--- src/hdl/assert_macros.svh ---
// Assertion shorthands shared by the block's modules.
// Each expects clk and rst_n in scope.
`ifndef ASSERT_MACROS_SVH
`define ASSERT_MACROS_SVH

// Property must hold at every clock edge outside reset
`define DTW_ASSERT(label, prop, msg) \
    label: assert property (@(posedge clk) disable iff (!rst_n) prop) else $error(msg);

// Expression must never be true outside reset
`define DTW_ASSERT_NEVER(label, expr, msg) \
    label: assert property (@(posedge clk) disable iff (!rst_n) !(expr)) else $error(msg);

`endif

--- src/hdl/dtw_pkg.sv ---
`timescale 1ns / 1ps
// ----------------------------------------------------------------------------
// dtw_pkg
// Shared widths, codes, defaults and controller/datapath handshake types.
// ----------------------------------------------------------------------------
package dtw_pkg;

    localparam int DEF_MAX_FRAMES    = 128;
    localparam int DEF_MAX_COEFS     = 16;
    localparam int DEF_NUM_TEMPLATES = 8;

    localparam int OP_W        = 2;
    localparam int SLOT_W      = 3;
    localparam int FRAME_IDX_W = 7;
    localparam int COEF_IDX_W  = 4;
    localparam int COEF_W      = 16;
    localparam int DIST_W      = 32;
    localparam int CFG_IDX_W   = 2;
    localparam int CFG_DATA_W  = 8;
    localparam int FRAMES_W    = 8;
    localparam int NC_W        = 5;

    localparam logic [OP_W-1:0] OP_LOAD_QUERY    = 2'd0;
    localparam logic [OP_W-1:0] OP_LOAD_TEMPLATE = 2'd1;
    localparam logic [OP_W-1:0] OP_COMPUTE       = 2'd2;

    localparam logic [CFG_IDX_W-1:0] REG_QUERY_FRAMES    = 2'd0;
    localparam logic [CFG_IDX_W-1:0] REG_TEMPLATE_FRAMES = 2'd1;
    localparam logic [CFG_IDX_W-1:0] REG_COEF_COUNT      = 2'd2;

    localparam logic [FRAMES_W-1:0] RST_QUERY_FRAMES    = 8'd64;
    localparam logic [FRAMES_W-1:0] RST_TEMPLATE_FRAMES = 8'd64;
    localparam logic [NC_W-1:0]     RST_COEF_COUNT      = 5'd13;

    localparam logic [DIST_W-1:0] COST_CEILING = '1;

    typedef struct packed {
        logic load;
        logic start;
        logic cell_start;
        logic rd;
        logic sq;
        logic acc;
        logic root_go;
        logic commit;
        logic out_load;
    } cmd_t;

    typedef struct packed {
        logic nc_zero;
        logic k_last;
        logic j_last;
        logic i_last;
        logic root_busy;
        logic out_free;
    } sts_t;

    // Fold a slot number onto the template count
    function automatic logic [SLOT_W-1:0] wrap_slot(input logic [SLOT_W-1:0] s,
                                                   input int num);
        logic [SLOT_W-1:0] r;
        r = s;
        for (int n = 0; n < 8; n++)
        begin
            if (32'(r) >= num)
                r = SLOT_W'(32'(r) - num);
        end
        return r;
    endfunction

endpackage

--- src/hdl/dtw_ctrl.sv ---
`timescale 1ns / 1ps
`include "assert_macros.svh"
// ----------------------------------------------------------------------------
// dtw_ctrl
// Sequencer: loads, per-cell coefficient loop, root wait, cell commit and result load.
// ----------------------------------------------------------------------------
module dtw_ctrl
    import dtw_pkg::*;
(
    input  logic            clk,
    input  logic            rst_n,
    input  logic            req_valid,
    input  logic [OP_W-1:0] req_op,
    output logic            req_ready,
    input  sts_t            sts,
    output cmd_t            cmd
);
    localparam logic [3:0] ST_IDLE    = 4'd0;
    localparam logic [3:0] ST_CSTART  = 4'd1;
    localparam logic [3:0] ST_RD      = 4'd2;
    localparam logic [3:0] ST_SQ      = 4'd3;
    localparam logic [3:0] ST_ACC     = 4'd4;
    localparam logic [3:0] ST_SQRT_GO = 4'd5;
    localparam logic [3:0] ST_ROOT    = 4'd6;
    localparam logic [3:0] ST_CELL    = 4'd7;
    localparam logic [3:0] ST_DONE    = 4'd8;

    logic [3:0] state_reg, state_next;
    logic       fire;

    assign req_ready = (state_reg == ST_IDLE);
    assign fire      = req_valid && req_ready;

    always_comb
    begin
        state_next = state_reg;
        cmd        = '0;
        unique case (state_reg)
            ST_IDLE:
            begin
                if (fire)
                begin
                    if (req_op == OP_LOAD_QUERY || req_op == OP_LOAD_TEMPLATE)
                        cmd.load = 1'b1;
                    else if (req_op == OP_COMPUTE)
                    begin
                        cmd.start  = 1'b1;
                        state_next = ST_CSTART;
                    end
                end
            end
            ST_CSTART:
            begin
                cmd.cell_start = 1'b1;
                state_next     = sts.nc_zero ? ST_SQRT_GO : ST_RD;
            end
            ST_RD:
            begin
                cmd.rd     = 1'b1;
                state_next = ST_SQ;
            end
            ST_SQ:
            begin
                cmd.sq     = 1'b1;
                state_next = ST_ACC;
            end
            ST_ACC:
            begin
                cmd.acc    = 1'b1;
                state_next = sts.k_last ? ST_SQRT_GO : ST_RD;
            end
            ST_SQRT_GO:
            begin
                cmd.root_go = 1'b1;
                state_next  = ST_ROOT;
            end
            ST_ROOT:
            begin
                if (!sts.root_busy)
                    state_next = ST_CELL;
            end
            ST_CELL:
            begin
                cmd.commit = 1'b1;
                state_next = (sts.i_last && sts.j_last) ? ST_DONE : ST_CSTART;
            end
            ST_DONE:
            begin
                // hold the result until the output register is free
                if (sts.out_free)
                begin
                    cmd.out_load = 1'b1;
                    state_next   = ST_IDLE;
                end
            end
            default:
            begin
                state_next = ST_IDLE;
            end
        endcase
    end

    always_ff @(posedge clk or negedge rst_n)
    begin
        if (!rst_n)
            state_reg <= ST_IDLE;
        else
            state_reg <= state_next;
    end

    `DTW_ASSERT(a_out_load_free, cmd.out_load |-> sts.out_free, "result loaded over a pending beat")
    `DTW_ASSERT(a_start_then_cell, cmd.start |=> cmd.cell_start, "compute did not enter first cell")

endmodule

--- config.mk ---
export PLATFORM = sky130hd
export DESIGN_NAME = dtw_ctrl
export DESIGN_NICKNAME = d
export VERILOG_FILES = /design/src/hdl/dtw_pkg.sv /design/src/hdl/dtw_ctrl.sv
export VERILOG_INCLUDE_DIRS = /design/src /design/src/hdl
export SDC_FILE = /design/constraint.sdc
export NUM_CORES = 1
export LEC_CHECK = 0
export BUFFER_PORTS_ARGS = -buffer_cell sky130_fd_sc_hd__buf_2
export CORE_AREA = 8 8 45 47
export DETAILED_ROUTE_END_ITERATION = 16
export DIE_AREA = 0 0 53 55
export PLACE_DENSITY_LB_ADDON = 0.1
export SLEW_MARGIN = 10
export SYNTH_ARGS = -nofsm -noshare
export SYNTH_HDL_FRONTEND = slang
export SYNTH_SLANG_ARGS = --single-unit
--- constraint.sdc ---
create_clock -name clk -period 1.1 [get_ports clk]
set_input_delay 0.055 -clock clk [delete_from_list [all_inputs] [get_ports clk]]
set_output_delay 0.055 -clock clk [all_outputs]
set_load 0.1 [all_outputs]
# Word-level counts from Yosys, hierarchy flattened
# Index checks and enable logic that the tools add are counted.
# word_totals
word_cells	44
memories	0
latch_bits	0
inputBits	11
regBits	4
mem_bits_rw	0
mem_bits_ro	0
# op_classes
eq_ne	15
reduce_logical	6
div	0
n_addsub	0
order_cmp	0
bitwise_logic	0
multipliers	0
n_mux	22
shifts	0
# ops
cell	count
$pmux W4 S9	1
$mux W4	6
$eq A4 B3 Y1 const B	4
$mux W1	11
$eq A4 B2 Y1 const B	2
$mux W3	2
$ne A2 B2 Y1 const B	3
$reduce_and A5 Y1	1
$eq A4 B1 Y1 const B	1
$eq A4 B4 Y1 const B	1
$logic_not A4 Y1	1
$mux W2	2
$ne A2 B1 Y1 const B	2
$eq A2 B1 Y1 const B	1
$eq A2 B2 Y1 const B	1
$logic_and A1 B1 Y1	2
$logic_not A2 Y1	1
$logic_or A1 B1 Y1	1

# Depth between registers and ports, before layout
# logic_depth
word_depth	5
ltp_mapped	7
depth_no_buf	6

# Worst setup path before layout
# No wires, ideal clock.
# synth_timing
kind	flip-flop to output port
startpoint	register state_reg[0]
endpoint	output cmd[5] (netlist name)
path_buffers	1
arrival_ns	3.675
path_stages_with_launch	3
required_ns	1.045
setup_slack_ns	-2.630
path_cell_list	dfrtp_1 buf_2 nor4b_1
# synth_lines
item	line_no	rtl
from (decl)	dtw_ctrl.sv:28	logic [3:0] state_reg, state_next;
from (signal assigned)	dtw_ctrl.sv:108	state_reg <= state_next;
to (decl)	dtw_ctrl.sv:16	output cmd_t cmd

==> flow_summary.toml <==
[run_status]
status = "complete, but fails checks"
failed_checks = "setup timing"

[cts]
cts_buffers = 3
root_buffer = "clkbuf_4"
cts_max_level = 1
cts_tree = "done"
clkTransAtPathRegs_ns = 0.04
cts.sinks = 4
cts_buffer_depth = 2
insertion_delay_ns = 0.24

[global_routing]
antenna_found_initial = 0
overflow = 0
grt_usage_pct = 10.4
met3_usage_pct = 2.14
use_met1_pct = 11.1
grt_pass1_wl_mm = 2.21
grt_pass1_vias = 515
use_met2_pct = 17.8
grt_max_degree = 6
busiest_layer = "met2"

[power_and_ir_drop]
p_per_area_nw_per_um2 = 3480
leakagePower_nw = 0.417
ir_drop_uv = 1910

[sta]
worstMarginPinSlew_ns = 0.305
max_slew_margin_pct = 79.4
max_freq_mhz = 695
period_share_pct = 131
finalClockSkew_ns = 0.00167
rsz0062_at_grt = "true"
min_period_ns = 1.44
final-hold-violation-count = 0
finalMaxSlewViolations = 0
setup_ws_ns = -0.340
final-setup-viol-count = 13
finalSetupTns_ns = -3.24

[layout]
nFillCells = 105
drive_above_1_share_pct = 83.7
final_common_cell = "buf_4"
ff_latch_area_um2 = 105
diodes = 0
largest_reg_flops = 4
fin_nets = 98
instances_no_fill = 102
final_cell_mix = "15 x buf_4, 12 x buf_12, 10 x buf_2"
syn_to_final_growth_pct = 216
multi_input_area_um2 = 347

[placement]
dpl.hpwl_mm = 1.03
routabilityCongestion = 0.751
dp.cells = 91
io_buffers = 20

[route]
drtIter0Drc = 1
routed_wirelength_mm = 1.28
drtPass1Iterations = 2
wl_per_cell_um = 12.5
postRouteAntennaNets = 0
viasPerCell = 4.53
drc = 0
vias = 462

[setup_path]
criticalPathCategory = "reg2out"
required_ns = 1.04
end_kind = "output port"
cp-start-kind = "flop"
arrival_ns = 1.38
path_max_fanout = 5

[logic_synthesis]
synthDistinctLibCells = 22
seq_area_frac_synth_pct = 32.3
synthSimpleGateAreaFrac_pct = 41.9
yosys_register_bits = 4
synth_area_per_cell_um2 = 7.39
syn_area_um2 = 310
yosysWarnings = 0
synth_compound_area_share_pct = 14.1
synth_xor_area_share_pct = 0
synthMuxAreaShare_pct = 3.63
synthAdderAreaFrac_pct = 0
synth_nets = 53
synth_top_family_by_area = "simple AND/OR/NAND/NOR gates"
synth_cells = 42

[min_path]
hold_path.class = "in2reg"

[die]
io_pins = 21
die_w_um = 53
die_y_um = 55
rows = 14
core_um2 = 1380
start_util_pct = 22.4
dieArea_um2 = 2920

[run]
cap_violations = 0
-- per-layer routing --
layer / wire length [um] / share of wire [%]
met3: 72 / 5.6
met1: 508 / 40
met5: 0 / 0
met2: 700 / 55
met4: 0 / 0
-- worst max-delay path: stages, from the launching register on --
cell	delay, ns
dfrtp_2	0.44
buf_4	0.17
nor4b_4	0.31
buf_12	0.22
-- cell type report --
class / instances / share of cell area, %
clock buffers: 4 / 2.68
inverters: 4 / 2.43
well taps: 16 / 2.04
multi-input cells: 32 / 35.4
flip-flops and latches: 4 / 10.7
repair buffers: 42 / 46.7
-- cell families after synthesis --
kind of cell,count (synthesis)
AND/OR/NAND/NOR,26
buffers and inverters,6
multiplexers,1
AO/OA/AOI/OAI,5
flip-flops,4
-- synthesized netlist by cell type --
cell,number,area share (%)
buf_2,2,3.2
nor4b_1,1,2.8
nor3b_1,1,2.4
nor3_1,3,4.8
dfrtp_1,4,32
o311ai_0,1,2.8
nand3b_1,1,2.4
inv_1,3,3.6
nand2_1,5,6.0
nor2_1,8,9.7
o32a_2,1,3.6
nand4_1,1,2.0
or2_2,1,2.0
mux2_2,1,3.6
o32ai_1,1,2.8
nand3_1,2,3.2
nand2b_1,1,2.0
or2b_1,1,2.4
a31oi_1,1,2.0
or3_1,1,2.0
a2bb2oi_1,1,2.8
inv_2,1,1.2
-- worst paths after layout --
kind	startpoint	to	slack (ns)	cells past startpoint
worst min-delay path	sts[0]	state_reg[3]	0.008	2
worst max-delay path	state_reg[0]	cmd[5]	-0.34	3
worst min register to register	state_reg[3]	state_reg[1]	0.63	2
worst max register to register	state_reg[1]	state_reg[2]	-0.27	5
min in group asynchronous	rst_n	state_reg[3]	0.15	2
max in group asynchronous	rst_n	state_reg[1]	0.82	2
-- repair_timing --
action,4_1_cts,5_1_grt
pin swaps,9,5
resized for setup,8,6
setup endpoints to repair,14,14
buffers inserted,6,0
endpoints found under the hold margin,4,0
gates cloned,0,0
hold buffers,1,0
-- stage by stage --
stage          util, %  setup slack (ns)  instance area [um2]  hold WS (ns)  total power [mW]
6_report          70.8            -0.340                  980       0.00800              3.41
5_1_grt           70.8            -0.377                  980        0.0164              3.57
4_1_cts           68.8            -0.355                  952        0.0109              3.34
3_5_place_dp      60.8            -0.214                  842        -0.132              2.87
3_3_place_gp      60.8            -0.180                  842        -0.137              2.86
2_1_floorplan        -            -0.560                  457        -0.241              1.93
-- where the power goes --
group / total [mW] / internal, mW / switching, mW
registers: 0.336 / 0.223 / 0.113
logic: 2.86 / 1.30 / 1.57
clock network: 0.207 / 0.137 / 0.0699
total: 3.41 / 1.66 / 1.75
No activity file was read; power rests on OpenSTA's default activity.
